<file path="config.mk">
export PLATFORM = sky130hd
export DESIGN_NAME = x86_modrm_destination_writeback
export DESIGN_NICKNAME = d
export VERILOG_FILES = /design/src/hw/rtl/x86mdw_pkg.sv /design/src/hw/rtl/x86mdw_regs.sv /design/src/hw/rtl/x86mdw_agen.sv /design/src/hw/rtl/x86_modrm_destination_writeback.sv
export VERILOG_INCLUDE_DIRS = /design/src /design/src/hw/rtl
export SDC_FILE = /design/constraint.sdc
export NUM_CORES = 1
export LEC_CHECK = 0
export CORE_UTILIZATION = 55
export CTS_CLUSTER_SIZE = 10
export DETAILED_ROUTE_END_ITERATION = 8
export DONT_BUFFER_PORTS = 1
export GPL_TIMING_DRIVEN = 0
export PLACE_DENSITY = 0.8
export SLEW_MARGIN = 30
export SYNTH_ARGS = -nofsm -noshare
export SYNTH_HDL_FRONTEND = slang
export SYNTH_HIERARCHICAL = 1
export SYNTH_SLANG_ARGS = --single-unit
</file>
<file path="constraint.sdc">
create_clock -name clk_i -period 10.7 [get_ports clk_i]
set_input_delay 0 -clock clk_i [delete_from_list [all_inputs] [get_ports clk_i]]
set_output_delay 0 -clock clk_i [all_outputs]
set_load 0.005 [all_outputs]
</file>
<file path="src/hw/rtl/x86_modrm_destination_writeback_defines.svh">
// Assertion macros for the destination write-back block.
// Used by the top level; expects clk_i and rst_ni in scope.
`ifndef X86_MODRM_DESTINATION_WRITEBACK_DEFINES_SVH
`define X86_MODRM_DESTINATION_WRITEBACK_DEFINES_SVH

`define X86MDW_ASSERT_SAME(label, ante, cons) \
  label: assert property (@(posedge clk_i) disable iff (!rst_ni) (ante) |-> (cons)) \
    else $error("x86mdw: same-cycle check failed");

`define X86MDW_ASSERT_NEXT(label, ante, cons) \
  label: assert property (@(posedge clk_i) disable iff (!rst_ni) (ante) |=> (cons)) \
    else $error("x86mdw: next-cycle check failed");

`endif

</file>
<file path="src/hw/rtl/x86mdw_pkg.sv">
// Package for the destination write-back block: codes, indexes, types.
// No dependencies.
`default_nettype none
package x86mdw_pkg;

  typedef enum logic [2:0] {
    FUNC_MODRM  = 3'd0,
    FUNC_WR_GEN = 3'd1,
    FUNC_WR_SEG = 3'd2,
    FUNC_RD_GEN = 3'd3,
    FUNC_RD_SEG = 3'd4
  } func_e;

  localparam logic [1:0] MOD_NODISP = 2'd0;
  localparam logic [1:0] MOD_REG    = 2'd3;
  localparam logic [2:0] RM_DIRECT  = 3'd6;

  localparam logic [2:0] IDX_BX = 3'd3;
  localparam logic [2:0] IDX_BP = 3'd5;
  localparam logic [2:0] IDX_SI = 3'd6;
  localparam logic [2:0] IDX_DI = 3'd7;

  localparam logic [1:0] SEG_CS = 2'd1;
  localparam logic [1:0] SEG_SS = 2'd2;
  localparam logic [1:0] SEG_DS = 2'd3;

  localparam int unsigned NUM_GEN = 8;
  localparam int unsigned NUM_SEG = 4;

  typedef struct packed {
    logic        gen_we;
    logic [2:0]  gen_idx;
    logic        gen_lo_en;
    logic        gen_hi_en;
    logic        seg_we;
    logic [1:0]  seg_idx;
    logic [15:0] data;
  } wr_t;

  typedef struct packed {
    logic [15:0] bx;
    logic [15:0] bp;
    logic [15:0] si;
    logic [15:0] di;
    logic [15:0] ds;
  } base_t;

endpackage
`default_nettype wire

</file>
<file path="src/hw/rtl/x86mdw_regs.sv">
// General and segment register file with byte-lane write enables on the general registers.
// Depends on x86mdw_pkg.
`default_nettype none
module x86mdw_regs (
  input  wire logic             clk_i,
  input  wire logic             rst_ni,
  input  wire x86mdw_pkg::wr_t  wr_i,
  input  wire logic [2:0]       gen_rd_idx_i,
  input  wire logic [1:0]       seg_rd_idx_i,
  output logic [15:0]           gen_rd_o,
  output logic [15:0]           seg_rd_o,
  output x86mdw_pkg::base_t     base_o
);

  logic [15:0] gen_q [x86mdw_pkg::NUM_GEN];
  logic [15:0] seg_q [x86mdw_pkg::NUM_SEG];

  always_ff @(posedge clk_i or negedge rst_ni) begin
    if (!rst_ni) begin
      for (int i = 0; i < x86mdw_pkg::NUM_GEN; i++) gen_q[i] <= '0;
      for (int i = 0; i < x86mdw_pkg::NUM_SEG; i++) seg_q[i] <= '0;
    end else begin
      for (int i = 0; i < x86mdw_pkg::NUM_GEN; i++) begin
        if (wr_i.gen_we && (wr_i.gen_idx == 3'(i))) begin
          if (wr_i.gen_lo_en) gen_q[i][7:0]  <= wr_i.data[7:0];
          if (wr_i.gen_hi_en) gen_q[i][15:8] <= wr_i.data[15:8];
        end
      end
      for (int i = 0; i < x86mdw_pkg::NUM_SEG; i++) begin
        if (wr_i.seg_we && (wr_i.seg_idx == 2'(i))) seg_q[i] <= wr_i.data;
      end
    end
  end

  assign gen_rd_o  = gen_q[gen_rd_idx_i];
  assign seg_rd_o  = seg_q[seg_rd_idx_i];
  assign base_o.bx = gen_q[x86mdw_pkg::IDX_BX];
  assign base_o.bp = gen_q[x86mdw_pkg::IDX_BP];
  assign base_o.si = gen_q[x86mdw_pkg::IDX_SI];
  assign base_o.di = gen_q[x86mdw_pkg::IDX_DI];
  assign base_o.ds = seg_q[x86mdw_pkg::SEG_DS];

endmodule
`default_nettype wire

</file>
<file path="src/hw/rtl/x86mdw_agen.sv">
// Effective and physical address generation for mod/rm memory operands.
// Depends on x86mdw_pkg.
`default_nettype none
module x86mdw_agen (
  input  wire logic [1:0]        mod_bits_i,
  input  wire logic [2:0]        rm_i,
  input  wire logic [15:0]       displacement_i,
  input  wire x86mdw_pkg::base_t base_i,
  output logic [19:0]            phys_o
);

  logic [15:0] base_a;
  logic [15:0] base_b;
  logic [15:0] disp_eff;
  logic [15:0] offset;

  always_comb begin
    base_b = '0;
    case (rm_i)
      3'd0: begin
        base_a = base_i.bx;
        base_b = base_i.si;
      end
      3'd1: begin
        base_a = base_i.bx;
        base_b = base_i.di;
      end
      3'd2: begin
        base_a = base_i.bp;
        base_b = base_i.si;
      end
      3'd3: begin
        base_a = base_i.bp;
        base_b = base_i.di;
      end
      3'd4: base_a = base_i.si;
      3'd5: base_a = base_i.di;
      3'd6: base_a = (mod_bits_i == x86mdw_pkg::MOD_NODISP) ? 16'd0 : base_i.bp;
      default: base_a = base_i.bx;
    endcase
    disp_eff = ((mod_bits_i != x86mdw_pkg::MOD_NODISP) || (rm_i == x86mdw_pkg::RM_DIRECT))
               ? displacement_i : 16'd0;
  end

  assign offset = base_a + base_b + disp_eff;
  assign phys_o = {base_i.ds, 4'd0} + {4'd0, offset};

endmodule
`default_nettype wire

</file>
<file path="src/hw/rtl/x86_modrm_destination_writeback.sv">
// Destination write-back stage: input register, decode and result register.
// Order: the input register takes the command; done_o and results then load together.
// Throughput: one command per cycle; busy_o is never raised, the receiver cannot stall.
// Reset: asynchronous, active low; clears all general and segment registers
// and the valid flags of both register stages.
// Depends on x86mdw_pkg, x86mdw_regs, x86mdw_agen and the defines header.
`default_nettype none
`include "x86_modrm_destination_writeback_defines.svh"
module x86_modrm_destination_writeback (
  input  wire logic        clk_i,
  input  wire logic        rst_ni,
  input  wire logic        start_i,
  output logic             busy_o,
  input  wire logic [2:0]  func_i,
  input  wire logic [1:0]  mod_bits_i,
  input  wire logic [2:0]  reg_index_i,
  input  wire logic        byte_mode_i,
  input  wire logic        dst_enabled_i,
  input  wire logic [15:0] write_value_i,
  input  wire logic        word_write_i,
  input  wire logic [15:0] displacement_i,
  output logic             done_o,
  output logic             mem_write_o,
  output logic [19:0]      mem_address_o,
  output logic [15:0]      mem_data_o,
  output logic             mem_word_o,
  output logic             fault_o,
  output logic             ie_clear_o,
  output logic [15:0]      read_data_o
);

  logic        in_valid_q;
  logic [2:0]  func_q;
  logic [1:0]  mod_q;
  logic [2:0]  idx_q;
  logic        byte_q;
  logic        en_q;
  logic [15:0] value_q;
  logic        word_q;
  logic [15:0] disp_q;

  x86mdw_pkg::wr_t   wr;
  x86mdw_pkg::base_t base;
  logic [15:0]       gen_rd;
  logic [15:0]       seg_rd;
  logic [19:0]       phys;
  logic              gen_wr;
  logic              seg_ok;

  logic        done_q;
  logic        mem_write_d, mem_write_q;
  logic [19:0] mem_address_d, mem_address_q;
  logic [15:0] mem_data_d, mem_data_q;
  logic        mem_word_d, mem_word_q;
  logic        fault_d, fault_q;
  logic        ie_clear_d, ie_clear_q;
  logic [15:0] read_data_d, read_data_q;

  assign busy_o = 1'b0;

  always_ff @(posedge clk_i or negedge rst_ni) begin
    if (!rst_ni) begin
      in_valid_q <= 1'b0;
      done_q     <= 1'b0;
    end else begin
      in_valid_q <= start_i && !busy_o;
      done_q     <= in_valid_q;
    end
  end

  always_ff @(posedge clk_i) begin
    if (start_i && !busy_o) begin
      func_q  <= func_i;
      mod_q   <= mod_bits_i;
      idx_q   <= reg_index_i;
      byte_q  <= byte_mode_i;
      en_q    <= dst_enabled_i;
      value_q <= write_value_i;
      word_q  <= word_write_i;
      disp_q  <= displacement_i;
    end
  end

  x86mdw_regs u_regs (
    .clk_i        (clk_i),
    .rst_ni       (rst_ni),
    .wr_i         (wr),
    .gen_rd_idx_i (idx_q),
    .seg_rd_idx_i (idx_q[1:0]),
    .gen_rd_o     (gen_rd),
    .seg_rd_o     (seg_rd),
    .base_o       (base)
  );

  x86mdw_agen u_agen (
    .mod_bits_i     (mod_q),
    .rm_i           (idx_q),
    .displacement_i (disp_q),
    .base_i         (base),
    .phys_o         (phys)
  );

  always_comb begin
    mem_write_d   = 1'b0;
    mem_address_d = '0;
    mem_data_d    = '0;
    mem_word_d    = 1'b0;
    fault_d       = 1'b0;
    ie_clear_d    = 1'b0;
    read_data_d   = '0;
    gen_wr        = 1'b0;
    seg_ok        = !byte_q && !idx_q[2] && (idx_q[1:0] != x86mdw_pkg::SEG_CS);
    wr.seg_we     = 1'b0;
    case (func_q)
      x86mdw_pkg::FUNC_MODRM: begin
        if (en_q) begin
          if (mod_q == x86mdw_pkg::MOD_REG) begin
            gen_wr = 1'b1;
          end else begin
            mem_write_d   = 1'b1;
            mem_address_d = phys;
            mem_data_d    = word_q ? value_q : {8'd0, value_q[7:0]};
            mem_word_d    = word_q;
          end
        end
      end
      x86mdw_pkg::FUNC_WR_GEN: gen_wr = en_q;
      x86mdw_pkg::FUNC_WR_SEG: begin
        if (en_q) begin
          fault_d    = !seg_ok;
          wr.seg_we  = seg_ok;
          ie_clear_d = seg_ok && (idx_q[1:0] == x86mdw_pkg::SEG_SS);
        end
      end
      x86mdw_pkg::FUNC_RD_GEN: read_data_d = gen_rd;
      x86mdw_pkg::FUNC_RD_SEG: read_data_d = seg_rd;
      default: ;
    endcase
    // gate every write with the stage valid
    wr.gen_we    = in_valid_q && gen_wr;
    wr.seg_we    = in_valid_q && wr.seg_we;
    wr.seg_idx   = idx_q[1:0];
    wr.gen_idx   = byte_q ? {1'b0, idx_q[1:0]} : idx_q;
    wr.gen_lo_en = !byte_q || !idx_q[2];
    wr.gen_hi_en = !byte_q || idx_q[2];
    wr.data      = byte_q ? {value_q[7:0], value_q[7:0]} : value_q;
  end

  always_ff @(posedge clk_i) begin
    if (in_valid_q) begin
      mem_write_q   <= mem_write_d;
      mem_address_q <= mem_address_d;
      mem_data_q    <= mem_data_d;
      mem_word_q    <= mem_word_d;
      fault_q       <= fault_d;
      ie_clear_q    <= ie_clear_d;
      read_data_q   <= read_data_d;
    end
  end

  assign done_o        = done_q;
  assign mem_write_o   = mem_write_q;
  assign mem_address_o = mem_address_q;
  assign mem_data_o    = mem_data_q;
  assign mem_word_o    = mem_word_q;
  assign fault_o       = fault_q;
  assign ie_clear_o    = ie_clear_q;
  assign read_data_o   = read_data_q;

  `X86MDW_ASSERT_NEXT(a_stage_to_done, in_valid_q, done_o)
  `X86MDW_ASSERT_SAME(a_one_effect, done_o, !(mem_write_o && (fault_o || ie_clear_o)))
  `X86MDW_ASSERT_SAME(a_fault_no_write, in_valid_q && fault_d, !wr.seg_we && !wr.gen_we)
  `X86MDW_ASSERT_SAME(a_single_target, wr.gen_we, !wr.seg_we && !mem_write_d)

endmodule
`default_nettype wire
</file>
==> results.tsv, run 1 <==
metric	value	unit
status	finished, final reports clean	
simple-gate share of the synthesized area	7.17	%
Port Buffer Count	0	
post-synthesis mux area share	24.0	%
worst stage delay on the critical path	860	ps
number of nets in the layout	1382	
Int Pwr	2.19	mW
Post CTS Setup Buffer Count	0	
die area	29400	sq um
Total GRT Usage	26.9	%
H-tree depth	2	
Global Route met3 Usage	3.96	%
Via density	6.00	
Synth-to-Final Area Change	13.3	%
register area share after synthesis	49.5	%
Iteration-0 DRC Markers	889	
Comb pwr share	19.5	%
drt first pass iters	5	
vias in the first global route	10300	
Fmax	148	MHz
r2r setup slk	3960	ps
slew at the pin with the worst max-slew slack	848	ps
max-slew violations	0	
Longest Clk Path Bufs	3	
Required @ worst endpoint	11070	ps
worst hold path class	input port to asynchronous set/reset pin	
Setup-failing EPs final	0	
sequential power share	44.0	%
Multi-input gate area	6750	sq um
Rel. slew slack	42.7	%
die width	172	um
final hold violations	0	
area share of fa/ha/maj cells after synthesis	4.29	%
ratio of cells with drive above 1 in the final layout	34.8	%
cells after synthesis	1205	
DRT Wirelength	38000	um
pin count of the biggest net entering global routing	195	
DP HPWL	26800	um
first-pass GRT wire length	59100	um
Die Y	172	um
Synth cell types	68	
RePlAce Congestion	0.927	
DRC violations left	0	
P_sw	840	uW
Final Skew	23.8	ps
Crit. End Element	flop	
met1 usage	35.6	%
fin crit share	63.0	%
CP Cell Sequence	buf_2, nor2_1, nor2_1, clkbuf_1, o21ai_1, fa_1, inv_1, ha_1, fa_1, a211oi_2, o21bai_1, a21oi_2, nor2b_1, a21oi_1, xnor2_1, ha_1, nand2_1, o21ai_1, inv_1, a311oi_2, o2111ai_1, xnor2_1, inv_1, nor3_2	
CTS root buf	clkbuf_16	
Core Area	28000	sq um
most used cell, CP	inv_1	
routed len/inst	22.4	um
I/O Pins	104	
synthesized flop and latch total	293	
fin crit period	6740	ps
CTS buffer count	36	
CTS tree	yes	
Mapped Area	15800	sq um
Detail Route Antenna Nets	0	
Cell Rows	61	
Placed Cells	1584	
Total Power	3.03	mW
RSZ-0062 raised after global routing	false	
post-synthesis net count	1295	
XOR/XNOR Fraction of Synth Area	1.54	%
Max IR drop VDD	91.4	uV
grt ovf	0	
predominant post-synthesis flop cell	dfrtp_1	
Slowest cell on crit path	edfxtp_1	
Worst Path Max Fanout	17	
CP Class	flop to flop	
Seq. cell area	7830	sq um
Worst Setup Start Kind	flop	
Vias	10200	
Top Usage Layer GRT	met2	
initial core utilization	56.4	%
utilization after layout	63.9	%
Power Density	169	nW/um^2
Yosys Warn Count	6	
met2 Track Usage GR	44.5	%
Sw Share	27.7	%
initial antenna violation count	1	
Post-synth EDFFs	99	
Clk pwr share	36.5	%
Sinks on Clock Net	293	
max-cap viol count	0	
asr flop ratio synth	66.2	%
LEAKAGE	8.11	nW
fillcell total	2038	
largest family of logic cells by synthesized area	multiplexers	
Non-Filler Instances	1693	
setup TNS	0	ps
post-synthesis compound-gate area fraction	5.62	%
Worst Path Arrival	7110	ps
Avg Inst Size Synth	13.1	sq um
clock slew at reported path FFs	60	ps
latest clock arrival within the worst-skew pair	530	ps
## worst paths after layout
check	startpoint	end	cells after the start
max	idx_q[1]	mem_address_o[19]	24
min	rst_ni	u_regs/seg_q[39]	2
max reg2reg	idx_q[1]	mem_address_o[19]	24
min reg2reg	u_regs/gen_q[86]	u_regs/gen_q[86]	1
max in group asynchronous	rst_ni	in_valid_q	3
min in group clk_i	word_write_i	word_q	1
## cell usage after synthesis, types with 16 or more instances
master | number | share of area (%)
a21oi_1 | 35 | 1.1
a22o_1 | 18 | 1.0
buf_2 | 20 | 0.63
buf_4 | 83 | 3.9
clkbuf_1 | 28 | 0.66
dfrtp_1 | 194 | 31
edfxtp_1 | 99 | 19
fa_1 | 17 | 2.2
ha_1 | 27 | 2.1
inv_1 | 78 | 1.9
mux2_2 | 217 | 15
mux2i_1 | 16 | 1.0
mux4_1 | 28 | 4.7
mux4_2 | 20 | 2.8
nand2_1 | 50 | 1.2
nor2_1 | 24 | 0.57
nor3_1 | 20 | 0.63
nor3_2 | 22 | 1.4
o21ai_1 | 29 | 0.92
o22ai_1 | 17 | 0.67
xnor2_1 | 20 | 1.1
## metal layers
metal / wire length (um) / part of all wire, %
met1: 15300 / 40
met2: 18700 / 49
met3: 2660 / 7.0
met4: 1310 / 3.4
met5: 0 / 0
## stage by stage
step | area, sq um | worst slack (ps) | hold slack (ps)
2_1_floorplan | 15800 | 5480 | -296
5_1_grt | 17900 | 3470 | 90.6
3_3_place_gp | 16300 | 4250 | -288
4_1_cts | 17900 | 4070 | 76.1
6_report | 17900 | 3960 | 70.1
3_5_place_dp | 16300 | 4120 | -289
## power by group through the flow
stage / Sequential (mW) / Combinational, mW / Clock [mW]
5_1_grt: 1.34 / 0.640 / 1.17
3_5_place_dp: 1.35 / 0.541 / 0
3_3_place_gp: 1.35 / 0.520 / 0
6_report: 1.33 / 0.592 / 1.11
4_1_cts: 1.33 / 0.582 / 1.12
2_1_floorplan: 1.32 / 0.421 / 0
## sequential cells by signal, summed over array words and instances, names as in the netlist, 2 cells and up
register       flops
u_regs/base_o     80
value_q           16
mem_data_o        16
mod_q              2
func_q             3
idx_q              3
u_regs/seg_q      48
read_data_o       16
disp_q            16
mem_address_o     20
u_regs/gen_q      64
## cells in the final DEF, fill, tap and decap left out, types with 5 or more instances in the layout
cell type	netlist	routed
xnor2_1	20	20
mux2i_1	16	16
clkbuf_16	0	36
nor2_1	24	24
dfrtp_1	194	193
o21ai_0	10	10
buf_6	6	6
nand2b_1	11	11
nor3_2	22	22
mux4_2	20	20
mux4_1	28	28
nor2b_1	5	5
fa_1	17	17
o22ai_1	17	17
nand3_1	8	8
or2_2	15	15
inv_1	78	78
edfxtp_1	99	99
ha_1	27	27
mux2_2	217	217
buf_2	20	20
nor2_2	11	11
a21oi_1	35	35
dlygate4sd3_1	0	45
buf_1	8	8
a22o_1	18	18
clkbuf_1	28	46
nand2_1	50	50
nor3_1	20	20
o21ai_1	29	29
buf_4	83	83
nand3b_1	7	7
## cell type report
cell class | count | share of cell area (%)
multi-input cells | 686 | 37.7
well taps | 378 | 2.64
repair buffers | 49 | 3.13
flip-flops and latches | 293 | 43.7
plain buffers | 148 | 5.25
diodes | 1 | 0.0140
inverters | 78 | 1.63
clock inverters | 6 | 0.510
clock buffers | 54 | 5.41
## logic make-up after synthesis
kind of cell / count (synthesis)
AO/OA/AOI/OAI: 138
multiplexers: 282
AND/OR/NAND/NOR: 195
XOR/XNOR: 26
flip-flops: 293
other: 1
buffers and inverters: 226
adder cells (fa/ha/maj): 44
## worst max-delay path: cells and delay by family (launching register included)
| kind | cells | cell delay [ps] |
|---|---|---|
| and+or+nand+nor | 5 | 800 |
| buffers and inverters | 5 | 1060 |
| AOI/OAI and AO/OA | 8 | 1780 |
| xor gates and xnor gates | 2 | 500 |
| DFF | 1 | 860 |
| adders and majority gates | 4 | 1560 |
## what timing repair did
| action | 4_1_cts | 5_1_grt |
|---|---|---|
| endpoints found under the hold margin | 281 | 0 |
| gates resized for setup | 0 | 0 |
| hold buffers | 47 | 0 |
No activity file was read; power rests on OpenSTA's default activity.
==> inputs of run 2 (changes only) <==
- PLACE_DENSITY: 0.8 -> 0.83
- clock period: 10.7 -> 6.05 ns (I/O delays scaled with it)
==> run 2 against run 1 <==
Compared with the run above: final area rose by 0.81%; global-route usage is 0.54 points higher; core utilization rose by 0.52 points; critical path type unchanged; highest routed layer is now met5.
==> results.tsv, run 2 (synthesis gave the netlist of run 1 again) <==
metric	value	unit	change
Worst Path Max Fanout	10		-7
H-tree depth	2		unchanged
first-pass GRT wire length	60100	um	+1.6%
Worst Setup Start Kind	flop		
CTS tree	yes		
vias in the first global route	10400		+1.4%
Sinks on Clock Net	293		unchanged
Vias	10200		+0.030%
RePlAce Congestion	0.905		-2.4%
Iteration-0 DRC Markers	916		+3.0%
Longest Clk Path Bufs	3		unchanged
Final Skew	25.3	ps	+1.52 ps
worst setup slack after layout	125	ps	-3840 ps
CP startpoint	idx_q[2]		
CP Class	flop to flop		
initial core utilization	56.4	%	unchanged
number of nets in the layout	1394		+0.87%
routed len/inst	22.9	um	+1.9%
Rel. slew slack	45.5	%	+2.8 points
fin crit share	97.9	%	+35 points
ratio of cells with drive above 1 in the final layout	36.8	%	+2.0 points
Total Power	5.34	mW	+76%
DRT Wirelength	38900	um	+2.6%
Total GRT Usage	27.4	%	+0.54 points
Detail Route Antenna Nets	0		unchanged
worst stage delay on the critical path	520	ps	-340 ps
max-cap viol count	0		unchanged
crit-path leading delay family	compound AO/OA/AOI/OAI gates		
clock slew at reported path FFs	60	ps	about the same
final hold violations	0		unchanged
fin crit period	5930	ps	-814 ps
max-slew violations	0		unchanged
Core Area	28000	sq um	unchanged
setup TNS	0	ps	unchanged
Via density	5.96		-0.62%
die width	172	um	unchanged
hold_ws	5.94	ps	-64.2 ps
Required @ worst endpoint	6410	ps	-4660 ps
initial antenna violation count	2		+1
Crit. End Element	flop		
most frequent cells in the layout	mux2_2 (217), dfrtp_1 (193), buf_4 (100), edfxtp_1 (99), inv_1 (78)		
worst hold path class	input port to asynchronous set/reset pin		
placed cell area	16300	sq um	unchanged
grt ovf	0		unchanged
Cell Rows	61		unchanged
CP bufs+invs	4		-1
Worst Path Arrival	6290	ps	-820 ps
I/O Pins	104		unchanged
status	finished, final reports clean		
DRC violations left	0		unchanged
slew at the pin with the worst max-slew slack	818	ps	-30.4 ps
Fmax	169	MHz	+14%
die area	29400	sq um	unchanged
Port Buffer Count	0		unchanged
DP HPWL	26800	um	about the same
Die Y	172	um	unchanged
pin count of the biggest net entering global routing	195		unchanged
finished layout cell area	18100	sq um	+0.81%
CTS root buf	clkbuf_16		
post-place setup slack	-613	ps	-4730 ps
Setup-failing EPs final	0		unchanged
Synth-to-Final Area Change	14.2	%	
CTS buffer count	35		-2.8%
most common cell after layout, fill and taps aside	mux2_2		
Power Density	296	nW/um^2	+75%
worst reg2reg startpoint	idx_q[2]		
number of flip-flops in the largest register	80		unchanged
latest clock arrival within the worst-skew pair	530	ps	about the same
Max IR drop VDD	154	uV	+69%
fillcell total	2002		-1.8%
drt first pass iters	5		unchanged
LEAKAGE	8.21	nW	+1.2%
Slowest cell on crit path	edfxtp_1		
run 2: cell types whose count changed in the layout (fill, tap and decap cells not counted), sizes merged:
| cell | delta |
|---|---|
| clkbuf | +2 |
| inv | -1 |
| buf | +11 |
| bufinv | -1 |
run 2: report_power, final:
part	internal [mW]	switching, mW	total, mW
Sequential	2.23	0.116	2.35
Combinational	0.512	0.587	1.10
Clock	1.09	0.795	1.89
Total	3.84	1.50	5.34
run 2: final cells by class:
type	instances	area, sq um	share of cell area [%]
Antenna cell	1	2.50	0.0139
Buffer	147	963	5.34
Clock buffer	54	957	5.30
Clock inverter	4	57.6	0.319
Inverter	78	293	1.62
Multi-Input combinational cell	686	6800	37.7
Sequential cell	293	7830	43.4
Tap cell	378	473	2.62
Timing Repair Buffer	63	678	3.76
run 2: path summary, 6_finish.rpt:
path | slack (ps) | endpoint | depth (start not counted)
min in group clk_i | 90 | idx_q[2] | 1
worst max register to register | 120 | mem_address_o[19] | 25
worst min register to register | 500 | u_regs/gen_q[121] | 1
max in group asynchronous | 5040 | u_regs/gen_q[125] | 3
worst min-delay path | 6 | u_regs/seg_q[56] | 2
worst max-delay path | 120 | mem_address_o[19] | 25
run 2: worst reg2reg max path, delay by kind of cell, from the launching register on:
kind	cells	cell delay [ps]
adder cells (fa/ha/maj)	4	1510
AND/OR/NAND/NOR	5	700
buffers and inverters	4	620
flip-flops	1	520
XOR/XNOR	2	420
AO/OA/AOI/OAI	10	1980
run 2: per-layer routing:
layer / GRT usage (%) / wire length, um
met1: 35.3 / 15900
met2: 45.5 / 19000
met3: 4.79 / 2360
met4: 11.9 / 1750
met5: 0 / 13
run 2: per-stage QoR:
stage          cells  util [%]
6_report        1704      64.5
5_1_grt         1704      64.5
4_1_cts         1693      63.9
3_5_place_dp    1584      58.2
3_3_place_gp    1583      58.1
2_1_floorplan   1205         -
run 2: repair_timing:
| action | CTS | global route |
|---|---|---|
| setup endpoints to repair | 8 | 5 |
| pin swaps | 0 | 8 |
| hold endpoints to repair | 281 | 0 |
| hold buffers | 47 | 0 |
| setup buffers | 5 | 9 |
| resized for setup | 5 | 33 |
==> inputs of run 3 (changes only) <==
- CORE_UTILIZATION: 55 -> 53
- PLACE_DENSITY: 0.83 -> 0.81
==> run 3 against run 2 <==
Compared with the run above: cell count is essentially flat; worst hold slack lost 2.2 ps; core utilization shrank 2.4 points; register-to-register slack gained 20 ps; largest power group unchanged; final area shrank 0.26%; non-clock buffer count shrank 3.
==> results.tsv, run 3 (synthesis gave the netlist of run 1 again) <==
metric	value	unit	change
status	finished, final reports clean		
Iteration-0 DRC Markers	925		+0.98%
DP HPWL	27000	um	+0.68%
drt first pass iters	5		unchanged
grt ovf	0		unchanged
most frequent cells in the layout	mux2_2 (217), dfrtp_1 (193), edfxtp_1 (99), buf_4 (97), inv_1 (78)		
Final Skew	26.4	ps	+1.10 ps
DRT Wirelength	38400	um	-1.4%
LEAKAGE	8.18	nW	-0.33%
CP Class	flop to flop		
Slowest cell on crit path	edfxtp_1		
CTS root buf	clkbuf_16		
Longest Clk Path Bufs	3		unchanged
DRC violations left	0		unchanged
Die Y	175	um	+1.8%
Sinks on Clock Net	293		unchanged
die area	30500	sq um	+3.7%
Setup-failing EPs final	0		unchanged
fin crit share	97.6	%	-0.31 points
Detail Route Antenna Nets	0		unchanged
CP bufs+invs	3		-1
first-pass GRT wire length	59800	um	-0.39%
Placed Cells	1590		+0.38%
vias in the first global route	10400		-0.56%
Worst Path Max Fanout	10		unchanged
ratio of cells with drive above 1 in the final layout	36.3	%	-0.42 points
worst stage delay on the critical path	510	ps	about the same
placed cell area	16300	sq um	about the same
worst hold path class	input port to asynchronous set/reset pin		
slew at the pin with the worst max-slew slack	953	ps	+135 ps
routed len/inst	22.5	um	-1.4%
Reg2Reg Depth	25		unchanged
H-tree depth	2		unchanged
ANT cells	0		-1
most common cell after layout, fill and taps aside	mux2_2		
CTS tree	yes		
Max IR drop VDD	159	uV	+2.8%
Worst Path Arrival	6260	ps	-30 ps
Power Density	294	nW/um^2	-0.48%
I/O Pins	104		unchanged
Via density	5.85		-1.8%
max-cap viol count	0		unchanged
RePlAce Congestion	0.899		-0.68%
initial core utilization	54.5	%	-1.9 points
Required @ worst endpoint	6410	ps	about the same
number of nets in the layout	1391		-0.22%
Total GRT Usage	25.7	%	-1.7 points
Core Area	29000	sq um	+3.6%
Total Power	5.30	mW	-0.74%
CTS buffer count	35		unchanged
setup TNS	0	ps	unchanged
Non-Filler Instances	1705		+0.059%
Worst Setup Start Kind	flop		
final hold violations	0		unchanged
fin crit period	5910	ps	-18.9 ps
number of flip-flops in the largest register	80		unchanged
die width	175	um	+1.8%
Port Buffer Count	0		unchanged
clock slew at reported path FFs	60	ps	about the same
Rel. slew slack	35.6	%	-9.9 points
max-slew violations	0		unchanged
pin count of the biggest net entering global routing	195		unchanged
Crit. End Element	flop		
Cell Rows	62		+1.6%
most used cell, CP	nor2_1		
Vias	9981		-1.8%
WP depth	25		unchanged
latest clock arrival within the worst-skew pair	530	ps	about the same
initial antenna violation count	0		-2
Synth-to-Final Area Change	13.9	%	
crit-path leading delay family	compound AO/OA/AOI/OAI gates		
Fmax	169	MHz	+0.32%
finished layout cell area	18000	sq um	-0.26%
-- run 3: repair_timing --
item,CTS,global route
setup endpoints to repair,9,6
setup buffers,4,7
hold buffers,47,0
pin swaps,0,8
hold endpoints to repair,281,0
gates resized for setup,4,36
-- run 3: power by group --
group | switching (mW) | total [mW] | leakage, nW | internal [mW]
Clock | 0.790 | 1.87 | 0.480 | 1.08
Combinational | 0.575 | 1.08 | 4.08 | 0.504
Sequential | 0.117 | 2.35 | 3.62 | 2.23
Total | 1.48 | 5.30 | 8.18 | 3.82
-- run 3: final timing paths --
check                                  start           endpoint  slack [ps]
hold / removal                        rst_ni   u_regs/seg_q[61]           4
hold reg to reg            u_regs/gen_q[121]  u_regs/gen_q[121]         500
setup reg to reg                    idx_q[1]  mem_address_o[19]         140
max in group asynchronous             rst_ni  u_regs/base_o[42]        5070
setup / recovery                    idx_q[1]  mem_address_o[19]         140
min in group clk_i         write_value_i[15]        value_q[15]         100
-- run 3: cell type report --
cell class	instances	area, sq um
multi-input cells	686	6780
repair buffers	60	647
clock buffers	52	940
inverters	78	293
clock inverters	5	61.3
fillers	2160	11000
plain buffers	147	970
flip-flops and latches	293	7830
well taps	384	480
-- run 3: stage by stage --
stage / hold slack [ps] / utilization [%] / worst slack (ps)
after CTS: 89.4 / 61.6 / 48.8
after global placement: -287 / 56.1 / -478
after detailed placement: -289 / 56.3 / -642
final: 3.70 / 62.1 / 144
after floorplan: -296 / - / 828
after global routing: 25.0 / 62.1 / -61.4
-- run 3: worst reg2reg max path: cells and delay by family, from the launching register on --
family	cells	cell delay [ps]
AO/OA/AOI/OAI	9	1870
adder cells (fa/ha/maj)	4	1480
AND/OR/NAND/NOR	7	920
buffers and inverters	3	520
flip-flops	1	510
XOR/XNOR	2	440
-- run 3: routing by layer --
layer / share of wire, % / track usage, % / wire length (um) / up-vias
met5: 0 / 0 / 0 / -
met2: 49 / 43.1 / 18900 / 318
met4: 3.7 / 9.42 / 1440 / 0
met3: 5.2 / 3.44 / 2020 / 78
met1: 42 / 34.2 / 16100 / 5118
li1: - / - / - / 4467
